[src/rtl/core/qsa_pkg.sv]
// ----------------------------------------------------------------------------
// qsa_pkg
// Shared types, field widths and codes for the quota slot allocator.
// ----------------------------------------------------------------------------
package qsa_pkg;

  localparam int unsigned ReqW    = 2;
  localparam int unsigned OwnerW  = 16;
  localparam int unsigned IndexW  = 6;
  localparam int unsigned StatusW = 2;
  localparam int unsigned AddrW   = 33;
  localparam int unsigned FreeW   = 7;
  localparam int unsigned RefW    = 32;
  localparam int unsigned CapW    = 7;
  localparam int unsigned BaseW   = 32;
  localparam int unsigned BytesW  = 17;
  localparam int unsigned PaddrW  = 4;
  localparam int unsigned PdataW  = 32;

  typedef enum logic [ReqW-1:0] {
    ReqClaim   = 2'd0,
    ReqRelease = 2'd1,
    ReqClose   = 2'd2
  } qsa_req_e;

  typedef enum logic [StatusW-1:0] {
    StatDone       = 2'd0,
    StatRefused    = 2'd1,
    StatClosed     = 2'd2,
    StatNotClaimed = 2'd3
  } qsa_status_e;

  typedef enum logic [1:0] {
    RegOwnerCap  = 2'd0,
    RegSlotBase  = 2'd1,
    RegSlotBytes = 2'd2
  } qsa_reg_e;

  typedef struct packed {
    logic        accept;
    logic        set_status;
    qsa_status_e status;
    logic        refuse;
    logic        release_slot;
    logic        close_pool;
    logic        scan_start;
    logic        scan;
    logic        pop;
    logic        grant;
    logic        out_load;
  } qsa_cmd_t;

  typedef struct packed {
    logic [ReqW-1:0] req;
    logic            closed;
    logic            stack_empty;
    logic            cap_on;
    logic            rel_ok;
    logic            scan_done;
    logic            at_cap;
  } qsa_sts_t;

endpackage

[src/rtl/core/qsa_ctrl.sv]
// ----------------------------------------------------------------------------
// qsa_ctrl
// Request sequencer: decodes each word, runs the holder scan, pop and grant
// steps and owns the output valid.
// ----------------------------------------------------------------------------
module qsa_ctrl (
  input  logic             clk_i,
  input  logic             rst_ni,
  input  logic             in_valid_i,
  output logic             in_stall_o,
  output logic             out_valid_o,
  input  logic             out_stall_i,
  input  qsa_pkg::qsa_sts_t sts_i,
  output qsa_pkg::qsa_cmd_t cmd_o
);

  typedef enum logic [6:0] {
    StIdle   = 7'b0000001,
    StDecide = 7'b0000010,
    StScan   = 7'b0000100,
    StCapChk = 7'b0001000,
    StPop    = 7'b0010000,
    StGrant  = 7'b0100000,
    StEmit   = 7'b1000000
  } qsa_state_e;

  qsa_state_e state_q, state_d;
  logic       out_valid_q, out_valid_d;
  logic       out_free;

  assign out_free    = !out_valid_q || !out_stall_i;
  assign in_stall_o  = (state_q != StIdle);
  assign out_valid_o = out_valid_q;

  always_comb begin
    state_d = state_q;
    cmd_o   = '0;
    cmd_o.status = qsa_pkg::StatDone;
    unique case (state_q)
      StIdle: begin
        if (in_valid_i) begin
          cmd_o.accept = 1'b1;
          state_d = StDecide;
        end
      end
      StDecide: begin
        state_d = StEmit;
        case (sts_i.req)
          qsa_pkg::ReqClaim: begin
            if (sts_i.closed) begin
              cmd_o.set_status = 1'b1;
              cmd_o.status     = qsa_pkg::StatClosed;
            end else if (sts_i.stack_empty) begin
              cmd_o.refuse = 1'b1;
            end else if (sts_i.cap_on) begin
              cmd_o.scan_start = 1'b1;
              state_d = StScan;
            end else begin
              state_d = StPop;
            end
          end
          qsa_pkg::ReqRelease: begin
            if (sts_i.rel_ok) begin
              cmd_o.release_slot = 1'b1;
            end else begin
              cmd_o.set_status = 1'b1;
              cmd_o.status     = qsa_pkg::StatNotClaimed;
            end
          end
          qsa_pkg::ReqClose: begin
            cmd_o.close_pool = 1'b1;
          end
          default: ;
        endcase
      end
      StScan: begin
        cmd_o.scan = 1'b1;
        if (sts_i.scan_done) begin
          state_d = StCapChk;
        end
      end
      StCapChk: begin
        if (sts_i.at_cap) begin
          cmd_o.refuse = 1'b1;
          state_d = StEmit;
        end else begin
          state_d = StPop;
        end
      end
      StPop: begin
        cmd_o.pop = 1'b1;
        state_d = StGrant;
      end
      StGrant: begin
        cmd_o.grant = 1'b1;
        state_d = StEmit;
      end
      StEmit: begin
        if (out_free) begin
          cmd_o.out_load = 1'b1;
          state_d = StIdle;
        end
      end
      default: state_d = StIdle;
    endcase
  end

  always_comb begin
    out_valid_d = out_valid_q;
    if (cmd_o.out_load) begin
      out_valid_d = 1'b1;
    end else if (!out_stall_i) begin
      out_valid_d = 1'b0;
    end
  end

  always_ff @(posedge clk_i or negedge rst_ni) begin
    if (!rst_ni) begin
      state_q     <= StIdle;
      out_valid_q <= 1'b0;
    end else begin
      state_q     <= state_d;
      out_valid_q <= out_valid_d;
    end
  end

  a_load_when_free: assert property (@(posedge clk_i) disable iff (!rst_ni)
    cmd_o.out_load |-> (!out_valid_q || !out_stall_i))
    else $error("result loaded over an untaken word");

  a_accept_decides: assert property (@(posedge clk_i) disable iff (!rst_ni)
    (in_valid_i && !in_stall_o) |=> (state_q == StDecide))
    else $error("accepted word not decoded next cycle");

  a_out_hold: assert property (@(posedge clk_i) disable iff (!rst_ni)
    (out_valid_o && out_stall_i) |=> out_valid_o)
    else $error("stalled result word dropped");

endmodule

[src/rtl/core/qsa_dp.sv]
// ----------------------------------------------------------------------------
// qsa_dp
// Allocator datapath: free stack and holder memories, busy bits, holder
// scan counter, refusal counter and the output register.
// ----------------------------------------------------------------------------
module qsa_dp #(
  parameter int unsigned NUM_SLOTS  = 64,
  parameter int unsigned OWNER_BITS = 16
) (
  input  logic                             clk_i,
  input  logic                             rst_ni,
  input  qsa_pkg::qsa_cmd_t                cmd_i,
  output qsa_pkg::qsa_sts_t                sts_o,
  input  logic [qsa_pkg::ReqW-1:0]         req_type_i,
  input  logic [qsa_pkg::OwnerW-1:0]       owner_i,
  input  logic [qsa_pkg::IndexW-1:0]       slot_index_i,
  input  logic [qsa_pkg::CapW-1:0]         owner_cap_i,
  input  logic [qsa_pkg::BaseW-1:0]        slot_base_i,
  input  logic [qsa_pkg::BytesW-1:0]       slot_bytes_i,
  output logic [qsa_pkg::StatusW-1:0]      status_o,
  output logic [qsa_pkg::IndexW-1:0]       granted_index_o,
  output logic [qsa_pkg::AddrW-1:0]        granted_address_o,
  output logic [qsa_pkg::FreeW-1:0]        free_slots_o,
  output logic [qsa_pkg::RefW-1:0]         refused_total_o
);

  localparam int unsigned SlotW   = (NUM_SLOTS > 1) ? $clog2(NUM_SLOTS) : 1;
  localparam int unsigned CntW    = $clog2(NUM_SLOTS + 1);
  localparam int unsigned HolderW = (OWNER_BITS < qsa_pkg::OwnerW) ? OWNER_BITS
                                                                   : qsa_pkg::OwnerW;
  localparam int unsigned ProdW   = SlotW + qsa_pkg::BytesW;
  localparam int unsigned CmpW    = (CntW > qsa_pkg::CapW) ? CntW : qsa_pkg::CapW;

  logic [qsa_pkg::ReqW-1:0]   req_q;
  logic [HolderW-1:0]         who_q;
  logic [qsa_pkg::IndexW-1:0] idx_q;

  qsa_pkg::qsa_status_e       res_status_q;
  logic                       res_grant_q;
  logic [SlotW-1:0]           res_idx_q;
  logic [ProdW-1:0]           prod_q;

  logic [CntW-1:0]            free_top_q;
  logic                       closed_q;
  logic [qsa_pkg::RefW-1:0]   refusals_q;
  logic [NUM_SLOTS-1:0]       busy_q;
  logic [NUM_SLOTS-1:0]       stack_vld_q;

  logic [SlotW-1:0]           stack_mem [NUM_SLOTS];
  logic [HolderW-1:0]         holder_mem [NUM_SLOTS];

  logic [SlotW-1:0]           stk_rd_q;
  logic [SlotW-1:0]           stk_rd_addr_q;
  logic                       stk_rd_vld_q;

  logic [CntW-1:0]            scan_ptr_q;
  logic                       cmp_v_q;
  logic                       busy_rd_q;
  logic [HolderW-1:0]         holder_rd_q;
  logic [CntW-1:0]            held_q;

  qsa_pkg::qsa_status_e       out_status_q;
  logic [qsa_pkg::IndexW-1:0] out_idx_q;
  logic [qsa_pkg::AddrW-1:0]  out_addr_q;
  logic [qsa_pkg::FreeW-1:0]  out_free_q;
  logic [qsa_pkg::RefW-1:0]   out_ref_q;

  logic             idx_ok;
  logic [SlotW-1:0] idx_sel;
  logic [CntW-1:0]  free_top_m1;
  logic [SlotW-1:0] push_addr;
  logic [SlotW-1:0] pop_addr;
  logic [SlotW-1:0] ptr_idx;
  logic             ptr_end;
  logic             push_ok;
  logic [SlotW-1:0] slot_sel;
  logic             held_hit;

  assign idx_ok      = (int'(idx_q) < NUM_SLOTS);
  assign idx_sel     = SlotW'(idx_q);
  assign free_top_m1 = free_top_q - CntW'(1);
  assign push_addr   = free_top_q[SlotW-1:0];
  assign pop_addr    = free_top_m1[SlotW-1:0];
  assign ptr_idx     = scan_ptr_q[SlotW-1:0];
  assign ptr_end     = (scan_ptr_q == CntW'(NUM_SLOTS));
  assign push_ok     = (int'(free_top_q) < NUM_SLOTS);
  assign slot_sel    = stk_rd_vld_q ? stk_rd_q
                                    : (SlotW'(NUM_SLOTS - 1) - stk_rd_addr_q);
  assign held_hit    = cmp_v_q && busy_rd_q && (holder_rd_q == who_q);

  assign sts_o.req         = req_q;
  assign sts_o.closed      = closed_q;
  assign sts_o.stack_empty = (free_top_q == '0);
  assign sts_o.cap_on      = (owner_cap_i != '0);
  assign sts_o.rel_ok      = idx_ok && busy_q[idx_sel];
  assign sts_o.scan_done   = ptr_end && !cmp_v_q;
  assign sts_o.at_cap      = (CmpW'(held_q) >= CmpW'(owner_cap_i));

  // request capture and result staging
  always_ff @(posedge clk_i) begin
    if (cmd_i.accept) begin
      req_q        <= req_type_i;
      who_q        <= owner_i[HolderW-1:0];
      idx_q        <= slot_index_i;
      res_status_q <= qsa_pkg::StatDone;
      res_grant_q  <= 1'b0;
      res_idx_q    <= '0;
      prod_q       <= '0;
    end
    if (cmd_i.set_status) begin
      res_status_q <= cmd_i.status;
    end
    if (cmd_i.refuse) begin
      res_status_q <= qsa_pkg::StatRefused;
    end
    if (cmd_i.grant) begin
      res_grant_q <= 1'b1;
      res_idx_q   <= slot_sel;
      prod_q      <= ProdW'(slot_sel) * ProdW'(slot_bytes_i);
    end
  end

  // pool state
  always_ff @(posedge clk_i or negedge rst_ni) begin
    if (!rst_ni) begin
      free_top_q   <= CntW'(NUM_SLOTS);
      closed_q     <= 1'b0;
      refusals_q   <= '0;
      busy_q       <= '0;
      stack_vld_q  <= '0;
      stk_rd_vld_q <= 1'b0;
      scan_ptr_q   <= '0;
      cmp_v_q      <= 1'b0;
      held_q       <= '0;
    end else begin
      if (cmd_i.refuse && (refusals_q != '1)) begin
        refusals_q <= refusals_q + qsa_pkg::RefW'(1);
      end
      if (cmd_i.close_pool) begin
        closed_q <= 1'b1;
      end
      if (cmd_i.release_slot) begin
        busy_q[idx_sel] <= 1'b0;
        if (push_ok) begin
          stack_vld_q[push_addr] <= 1'b1;
          free_top_q <= free_top_q + CntW'(1);
        end
      end
      if (cmd_i.pop) begin
        stk_rd_vld_q <= stack_vld_q[pop_addr];
        free_top_q   <= free_top_m1;
      end
      if (cmd_i.grant) begin
        busy_q[slot_sel] <= 1'b1;
      end
      if (cmd_i.scan_start) begin
        scan_ptr_q <= '0;
        cmp_v_q    <= 1'b0;
        held_q     <= '0;
      end
      if (cmd_i.scan) begin
        cmp_v_q <= !ptr_end;
        if (!ptr_end) begin
          scan_ptr_q <= scan_ptr_q + CntW'(1);
        end
        if (held_hit) begin
          held_q <= held_q + CntW'(1);
        end
      end
    end
  end

  // free stack memory
  always_ff @(posedge clk_i) begin
    if (cmd_i.release_slot && push_ok) begin
      stack_mem[push_addr] <= idx_sel;
    end
    if (cmd_i.pop) begin
      stk_rd_q      <= stack_mem[pop_addr];
      stk_rd_addr_q <= pop_addr;
    end
  end

  // holder memory
  always_ff @(posedge clk_i) begin
    if (cmd_i.grant) begin
      holder_mem[slot_sel] <= who_q;
    end
    if (cmd_i.scan && !ptr_end) begin
      holder_rd_q <= holder_mem[ptr_idx];
      busy_rd_q   <= busy_q[ptr_idx];
    end
  end

  // output register
  always_ff @(posedge clk_i) begin
    if (cmd_i.out_load) begin
      out_status_q <= res_status_q;
      out_idx_q    <= qsa_pkg::IndexW'(res_idx_q);
      out_addr_q   <= res_grant_q ? (qsa_pkg::AddrW'(slot_base_i) + qsa_pkg::AddrW'(prod_q))
                                  : '0;
      out_free_q   <= qsa_pkg::FreeW'(free_top_q);
      out_ref_q    <= refusals_q;
    end
  end

  assign status_o          = out_status_q;
  assign granted_index_o   = out_idx_q;
  assign granted_address_o = out_addr_q;
  assign free_slots_o      = out_free_q;
  assign refused_total_o   = out_ref_q;

  a_slot_conservation: assert property (@(posedge clk_i) disable iff (!rst_ni)
    !cmd_i.grant |-> ($countones(busy_q) + int'(free_top_q) == NUM_SLOTS))
    else $error("busy and free slot counts disagree");

  a_grant_free_slot: assert property (@(posedge clk_i) disable iff (!rst_ni)
    cmd_i.grant |-> !busy_q[slot_sel])
    else $error("granted slot already busy");

  a_refusals_monotonic: assert property (@(posedge clk_i) disable iff (!rst_ni)
    1'b1 |=> (refusals_q >= $past(refusals_q)))
    else $error("refusal count went down");

endmodule

[src/rtl/core/quota_slot_allocator.sv]
// ----------------------------------------------------------------------------
// quota_slot_allocator
// Fixed-size slot allocator with a LIFO free stack and per-owner quota.
// ----------------------------------------------------------------------------
// One request word is handled at a time. A release, close or claim rejected at
// decode passes straight to the emit state; an uncapped claim first does the
// free stack read, then grant and address multiply. With owner_cap set, a
// claim also walks the holder memory one entry per cycle through its single
// read port to count the owner's slots and then checks the cap. The next word
// is accepted once the result sits in the output register.
module quota_slot_allocator #(
  parameter int unsigned NUM_SLOTS  = 64,
  parameter int unsigned OWNER_BITS = 16
) (
  input  logic                           clk_i,
  input  logic                           rst_ni,
  input  logic                           psel,
  input  logic                           penable,
  input  logic                           pwrite,
  input  logic [qsa_pkg::PaddrW-1:0]     paddr,
  input  logic [qsa_pkg::PdataW-1:0]     pwdata,
  output logic [qsa_pkg::PdataW-1:0]     prdata,
  output logic                           pready,
  input  logic                           in_valid_i,
  output logic                           in_stall_o,
  input  logic [qsa_pkg::ReqW-1:0]       req_type_i,
  input  logic [qsa_pkg::OwnerW-1:0]     owner_i,
  input  logic [qsa_pkg::IndexW-1:0]     slot_index_i,
  output logic                           out_valid_o,
  input  logic                           out_stall_i,
  output logic [qsa_pkg::StatusW-1:0]    status_o,
  output logic [qsa_pkg::IndexW-1:0]     granted_index_o,
  output logic [qsa_pkg::AddrW-1:0]      granted_address_o,
  output logic [qsa_pkg::FreeW-1:0]      free_slots_o,
  output logic [qsa_pkg::RefW-1:0]       refused_total_o
);

  logic [qsa_pkg::CapW-1:0]   owner_cap_q;
  logic [qsa_pkg::BaseW-1:0]  slot_base_q;
  logic [qsa_pkg::BytesW-1:0] slot_bytes_q;
  logic                       cfg_wr;

  qsa_pkg::qsa_cmd_t cmd;
  qsa_pkg::qsa_sts_t sts;

  assign pready = 1'b1;
  assign cfg_wr = psel && penable && pwrite && pready;

  always_ff @(posedge clk_i or negedge rst_ni) begin
    if (!rst_ni) begin
      owner_cap_q  <= '0;
      slot_base_q  <= '0;
      slot_bytes_q <= qsa_pkg::BytesW'(1);
    end else if (cfg_wr) begin
      unique case (paddr[3:2])
        qsa_pkg::RegOwnerCap:  owner_cap_q  <= pwdata[qsa_pkg::CapW-1:0];
        qsa_pkg::RegSlotBase:  slot_base_q  <= pwdata[qsa_pkg::BaseW-1:0];
        qsa_pkg::RegSlotBytes: slot_bytes_q <= pwdata[qsa_pkg::BytesW-1:0];
        default: ;
      endcase
    end
  end

  always_comb begin
    unique case (paddr[3:2])
      qsa_pkg::RegOwnerCap:  prdata = qsa_pkg::PdataW'(owner_cap_q);
      qsa_pkg::RegSlotBase:  prdata = qsa_pkg::PdataW'(slot_base_q);
      qsa_pkg::RegSlotBytes: prdata = qsa_pkg::PdataW'(slot_bytes_q);
      default:               prdata = '0;
    endcase
  end

  qsa_ctrl u_ctrl (
    .clk_i       (clk_i),
    .rst_ni      (rst_ni),
    .in_valid_i  (in_valid_i),
    .in_stall_o  (in_stall_o),
    .out_valid_o (out_valid_o),
    .out_stall_i (out_stall_i),
    .sts_i       (sts),
    .cmd_o       (cmd)
  );

  qsa_dp #(
    .NUM_SLOTS  (NUM_SLOTS),
    .OWNER_BITS (OWNER_BITS)
  ) u_dp (
    .clk_i             (clk_i),
    .rst_ni            (rst_ni),
    .cmd_i             (cmd),
    .sts_o             (sts),
    .req_type_i        (req_type_i),
    .owner_i           (owner_i),
    .slot_index_i      (slot_index_i),
    .owner_cap_i       (owner_cap_q),
    .slot_base_i       (slot_base_q),
    .slot_bytes_i      (slot_bytes_q),
    .status_o          (status_o),
    .granted_index_o   (granted_index_o),
    .granted_address_o (granted_address_o),
    .free_slots_o      (free_slots_o),
    .refused_total_o   (refused_total_o)
  );

endmodule
[config.mk]
export PLATFORM = sky130hd
export DESIGN_NAME = quota_slot_allocator
export DESIGN_NICKNAME = d
export VERILOG_FILES = /design/src/rtl/core/qsa_pkg.sv /design/src/rtl/core/qsa_ctrl.sv /design/src/rtl/core/qsa_dp.sv /design/src/rtl/core/quota_slot_allocator.sv
export SDC_FILE = /design/constraint.sdc
export NUM_CORES = 2
export LEC_CHECK = 0
export BUFFER_PORTS_ARGS = -buffer_cell sky130_fd_sc_hd__buf_2
export CORE_ASPECT_RATIO = 1.75
export CORE_MARGIN = 10
export CORE_UTILIZATION = 25
export CTS_BUF_LIST = sky130_fd_sc_hd__clkbuf_8
export DETAILED_ROUTE_END_ITERATION = 8
export PLACE_DENSITY_LB_ADDON = 0.08
export SETUP_SLACK_MARGIN = 0.15
export SLEW_MARGIN = 15
export SYNTH_ARGS = -nofsm -noshare
export SYNTH_HDL_FRONTEND = slang
export SYNTH_HIERARCHICAL = 1
export SYNTH_SLANG_ARGS = --single-unit
[constraint.sdc]
create_clock -name clk_i -period 4.8 [get_ports clk_i]
set_input_delay 0.24 -clock clk_i [delete_from_list [all_inputs] [get_ports clk_i]]
set_output_delay 0.24 -clock clk_i [all_outputs]
set_load 0.02 [all_outputs]
# After elaboration in Yosys (flattened, before gate mapping)
# Memories as Yosys holds them, arrays and structs flattened. A register that Yosys moved wholly into a read port is not among the register bits.
# Index checks and enable logic that the tools add are counted.
[totals]
register_bits = 391
ramBits = 1408
out_inout_bits = 115
word_cells = 174
mem_count = 2
[classes]
addsub = 7
multipliers = 1
magnitude_cmp = 10
n_eq_ne = 19
n_mux = 72
bitwise_logic = 4
reduce_logical = 31
[memory_table]
columns = ["memory", "depth", "word_bits", "rd", "rd_ports_with_merged_regs", "write_ports", "line_no", "text"]
rows = [
  ["u_dp.holder_mem", 64, 16, 1, 1, 1, "qsa_dp.sv:50", "logic [HolderW-1:0] holder_mem [NUM_SLOTS];"],
  ["u_dp.stack_mem", 64, 6, 1, 1, 1, "qsa_dp.sv:49", "logic [SlotW-1:0] stack_mem [NUM_SLOTS];"],
]
[ops]
columns = ["cell", "count"]
rows = [
  ["$mux W64", 2],
  ["$or A64 B64 Y64", 2],
  ["$mux W7", 16],
  ["$pmux W32 S3", 1],
  ["$and A64 B64 Y64", 1],
  ["$not A64 Y64", 1],
  ["$pmux W7 S7", 1],
  ["$mux W23", 2],
  ["$lt A6 B7 Y1 const B", 5],
  ["$add A32 B23 Y33", 1],
  ["$add A32 B1 Y32 const B", 1],
  ["$mux W1", 32],
  ["$ne A32 B32 Y1 const B", 1],
  ["$mul A6 B17 Y23", 1],
  ["$add A7 B1 Y7 const B", 3],
  ["$bmux W1 S6", 3],
  ["$demux W1 S6", 3],
  ["$ge A6 B1 Y1 const B", 3],
  ["$mux W6", 3],
  ["$eq A16 B16 Y1", 1],
  ["$eq A7 B7 Y1 const B", 2],
  ["$mux W3", 4],
  ["$logic_and A1 B1 Y1", 11],
  ["$reduce_and A2 Y1", 5],
  ["other kinds (26)", 39],
]

# Logic depth before layout (Yosys ltp)
[logic_depth]
ltp_word = 9
depth_mapped = 19
depth_no_buf = 17

# Hierarchy
# The synthesis kept the hierarchy.
[by_module_without_submodules]
columns = ["module", "n_inst", "cells_each", "area_each_um2", "seq_area_each_um2"]
rows = [
  ["qsa_dp", 1, 3966, 73445.4, 51810.9],
  ["quota_slot_allocator", 1, 178, 2536.2, 1402.6],
  ["qsa_ctrl", 1, 65, 576.8, 201.4],
]

# Worst setup path before layout
# No wires, ideal clock.
[synth_timing]
path_type = "reg-to-reg"
start = "register u_dp.stk_rd_vld_q"
end = "register u_dp.prod_q[20], data pin"
setup_time_ps = 135
arrival_ps = 5007
required_time_ps = 4665
path_slack_ps = -343
path_stages_with_launch = 20
n_path_buf = 4
path_cell_list = "dfrtp_1 -> clkbuf_1 -> mux2i_1 -> clkbuf_1 -> clkbuf_1 -> and2_1 -> fa_1 -> fa_1 -> inv_1 -> fa_1 -> inv_1 -> ha_1 -> clkbuf_1 -> o21a_1 -> o21ai_1 -> o32ai_1 -> a31oi_1 -> a21oi_1 -> or4b_1 -> nand3_1"
[synth_between]
elab_chain_len = 3
[synth_lines]
columns = ["element", "line_no", "text"]
rows = [
  ["start, declared", "qsa_dp.sv:54", "logic stk_rd_vld_q;"],
  ["start signal, assigned", "qsa_dp.sv:150", "stk_rd_vld_q <= stack_vld_q[pop_addr];"],
  ["$mux W6", "qsa_dp.sv:87", "assign slot_sel = stk_rd_vld_q ? stk_rd_q"],
  ["$mul A6 B17 Y23", "qsa_dp.sv:119", "prod_q <= ProdW'(slot_sel) * ProdW'(slot_bytes_i);"],
  ["$mux W23", "qsa_dp.sv:116", "if (cmd_i.grant) begin"],
  ["end signal, assigned", "qsa_dp.sv:119", ""],
  ["end, declared", "qsa_dp.sv:41", "logic [ProdW-1:0] prod_q;"],
]
# Every way passes these cells.
# A chain may end at the register's enable or synchronous reset.

# Final worst setup path
# Same ends and word-level chain as after synthesis.

==> run summary <==
Vias in the first global route: 45,410
Pre-CTS WS: -285.0 ps
Fin util: 30.06%
Rel. slew slack: 23.51%
TritonCTS buffer count: 307
Gr usage total: 14.73%
Worst EP required: 5630 ps
Final Hold Viols: 0
DIE WIDTH: 438.3 um
Commonest non-fill, non-tap cell in the layout: edfxtp_1
Global-route wire length before repair: 351.5 mm
Iter 0 DRT Violations: 2,503
Maximum clock frequency: 0.2175 GHz
Largest family of logic cells by synthesized area: multiplexers
Clk buf depth: 4
Leakage: 31.32 nW
Xor/xnor share of the synthesized area: 0.9152%
Final slew viol count: 0
Main synth FF type: edfxtp_1
Worst Setup Slack, final: 202.6 ps
# placed instances: 8,503
DR pass1 iterations: 5
Area of the multi-input gates: 22,250 um^2
Synth Area in Compound Gates: 3.506%
Clock-pin slew on the worst setup and hold paths: 60 ps
Routed length per instance: 26.84 um
Layout cell share with drive strength beyond 1: 31.03%
Worst-Margin Slew: 1146 ps
FP Rows: 268
Synth Area in Adders: 2.716%
Final RePlAce weighted congestion: 0.7370
Clock sink count: 1,821
Final-report setup violation count: 0
Ys async rst share: 13.62%
Initial antenna violation count: 18
CTS tree: yes
Final wirelength: 246.7 mm
Largest net degree at the start of global routing: 85
Synth Net Count: 4,405
Seq/Total Area, Yosys: 69.77%
Drt drc: 0
Hold Slack: 96.39 ps
Mux contribution to synthesized area: 15.62%
# IOs: 182
Filler instances: 30,040
Layout Nets: 5,092
Tot Pwr: 39.65 mW
Tcrit/Tclk final: 95.78%
Pwr/cell area: 432.8 nW/um^2
Startpoint types: flop
Status: finished, final reports clean
Port bufs: 178
Latest clock arrival within the worst-skew pair: 1000 ps
DR vias: 41,170
Vias per cell: 4.477
Synth Register Bits: 1,821
Post-layout min period: 4597 ps
CORE AREA: 304,800 um^2
Post-synthesis simple-gate area fraction: 5.483%
Die height: 752.1 um
Post-Layout Cell Count: 9,195
Crit. End Element: flop
Synth warn: 6
Initial Util: 25.12%
Die area: 329,600 um^2
WP data arrival: 5430 ps
Detailed placer's ending HPWL: 158.6 mm
Reg area: 53,430 um^2
Crit Path Max Fanout: 4
Root buf cell: clkbuf_8
Synth-to-Final Area Change: 19.66%
Post-Syn Area per Cell: 18.19 um^2
H-tree depth: 5
Maximum vdd drop: 0.2742 mV
Netlist Area Pre-Place: 76,560 um^2
Post-synth EDFFs: 1,570
Worst Clk Skew: 68.54 ps
Total gr overflow: 0
RSZ-0062 raised after global routing: true
Count of unique library cells instantiated by Yosys: 87
HP Class: in -> reg
Syn Inst Count: 4,209
Most frequent cells in the layout: edfxtp_1, mux4_2, clkbuf_8
Final ANT Viol Nets: 0
CP Class: reg -> reg
Max-cap violations: 0
-- cells in the mapped netlist, types with 9 or more instances --
library cell,n,area share [%]
a211oi_1,26,0.25
a21o_1,28,0.27
a21oi_1,61,0.40
a22o_1,12,0.14
a31oi_1,18,0.15
and2_1,141,1.2
and3_1,13,0.11
buf_1,20,0.098
buf_2,47,0.31
buf_4,24,0.24
clkbuf_1,122,0.60
dfrtp_1,245,8.0
edfxtp_1,1570,62
fa_1,62,1.6
ha_1,67,1.1
inv_1,120,0.59
mux2_2,54,0.79
mux2_4,10,0.20
mux2i_1,100,1.3
mux4_2,453,13
nand2_1,122,0.60
nand2b_1,23,0.19
nand3_1,50,0.33
nand3b_1,14,0.14
nand4_1,30,0.25
nor2_1,203,1.0
nor2b_1,33,0.27
nor3_1,20,0.13
nor3b_1,9,0.088
o21ai_0,170,1.1
o21ai_1,9,0.059
o221ai_1,24,0.27
o22ai_1,13,0.11
o31ai_1,13,0.13
or2_1,20,0.16
or2_2,53,0.43
or3_1,10,0.082
xnor2_1,57,0.65
xor2_1,23,0.26
-- metal layers --
metal / vias up / routed length, um / global-route usage, %
met1: 21920 / 96640 / 17.18
met2: 891 / 134000 / 27.77
met5: - / 0 / 0
met3: 322 / 9623 / 2.187
met4: 0 / 6512 / 4.094
li1: 18030 / - / -
-- cell families after synthesis --
| logic type | count (synthesis) |
|---|---|
| xor+xnor | 80 |
| fa+ha+maj | 129 |
| mux | 617 |
| buf+inv | 344 |
| compound gates | 429 |
| simple gates | 788 |
| other cells | 1 |
| flops | 1821 |
-- registers in the layout, indices dropped and copies added, names as in the netlist, 16 cells and up --
| name | flops |
|---|---|
| u_dp/who_q | 16 |
| u_dp/holder_rd_q | 16 |
| u_dp/busy_q | 64 |
| slot_bytes_q | 17 |
| u_dp/prod_q | 23 |
| u_dp/holder_mem | 1024 |
| u_dp/refusals_q | 32 |
| u_dp/stack_mem | 384 |
| slot_base_q | 32 |
| u_dp/granted_address_o | 33 |
| u_dp/refused_total_o | 32 |
| u_dp/stack_vld_q | 64 |
-- cell type report --
cell class                 count  area share, %
multi-input combinational   2044          24.28
sequential                  1821          58.32
clock inverter               220          1.216
antenna                       12        0.03278
timing repair buffer         600          5.214
tap                         4050          5.531
clock buffer                 326          4.898
inverter                     122         0.5012
-- worst max-delay path, stage by stage, from the launching register on --
cell     delay [ps]
dfrtp_1         410
buf_6           170
mux2i_4         300
buf_6           130
buf_4           100
and2_1          130
fa_1            430
fa_1            550
inv_1            50
fa_1            520
inv_1            60
ha_4            250
o21ai_2          70
o21ai_2         100
a31o_4          250
a31oi_4         280
a21oi_2         110
or4b_4          500
nand3_2          70
-- worst paths after layout --
| path | slack, ps | startpoint | endpoint | depth (start not counted) |
|---|---|---|---|---|
| max in group asynchronous | 3680 | rst_ni | u_dp/refusals_q[28]$_DFFE_PN0P_ | 4 |
| max | 200 | u_dp/stk_rd_vld_q$_DFFE_PN0P_ | u_dp/prod_q[20]$_SDFFCE_PN0P_ | 18 |
| max reg2reg | 200 | u_dp/stk_rd_vld_q$_DFFE_PN0P_ | u_dp/prod_q[20]$_SDFFCE_PN0P_ | 18 |
| min in group asynchronous | 300 | rst_ni | u_dp/busy_q[7]$_DFF_PN0_ | 3 |
| min | 100 | owner_i[8] | u_dp/who_q[8]$_DFFE_PP_ | 2 |
| min reg2reg | 410 | u_dp/res_idx_q[0]$_SDFFCE_PN0P_ | u_dp/granted_index_o[0]$_DFFE_PP_ | 0 |
-- power by group --
part / leakage (nW) / internal, mW / total (mW) / switching, mW
Clock: 3.27 / 6.65 / 13.3 / 6.65
Sequential: 17.5 / 18.2 / 18.5 / 0.363
Combinational: 10.5 / 3.18 / 7.83 / 4.66
-- metrics by stage --
stage,area (um^2),setup TNS (ps)
6_report,91610,0
5_1_grt,91590,0
4_1_cts,91320,0
3_5_place_dp,84300,-793.9
3_3_place_gp,84300,-941.6
2_1_floorplan,76630,0
-- timing repair --
action,4_1_cts,5_1_grt
endpoints found under the hold margin,275,0
pin swaps,21,27
gates cloned,0,1
resized for setup,31,48
setup endpoints to repair,10,12
buffers inserted,21,3
hold buffers,109,0
Note: power is estimated with default switching activity, not from simulation.
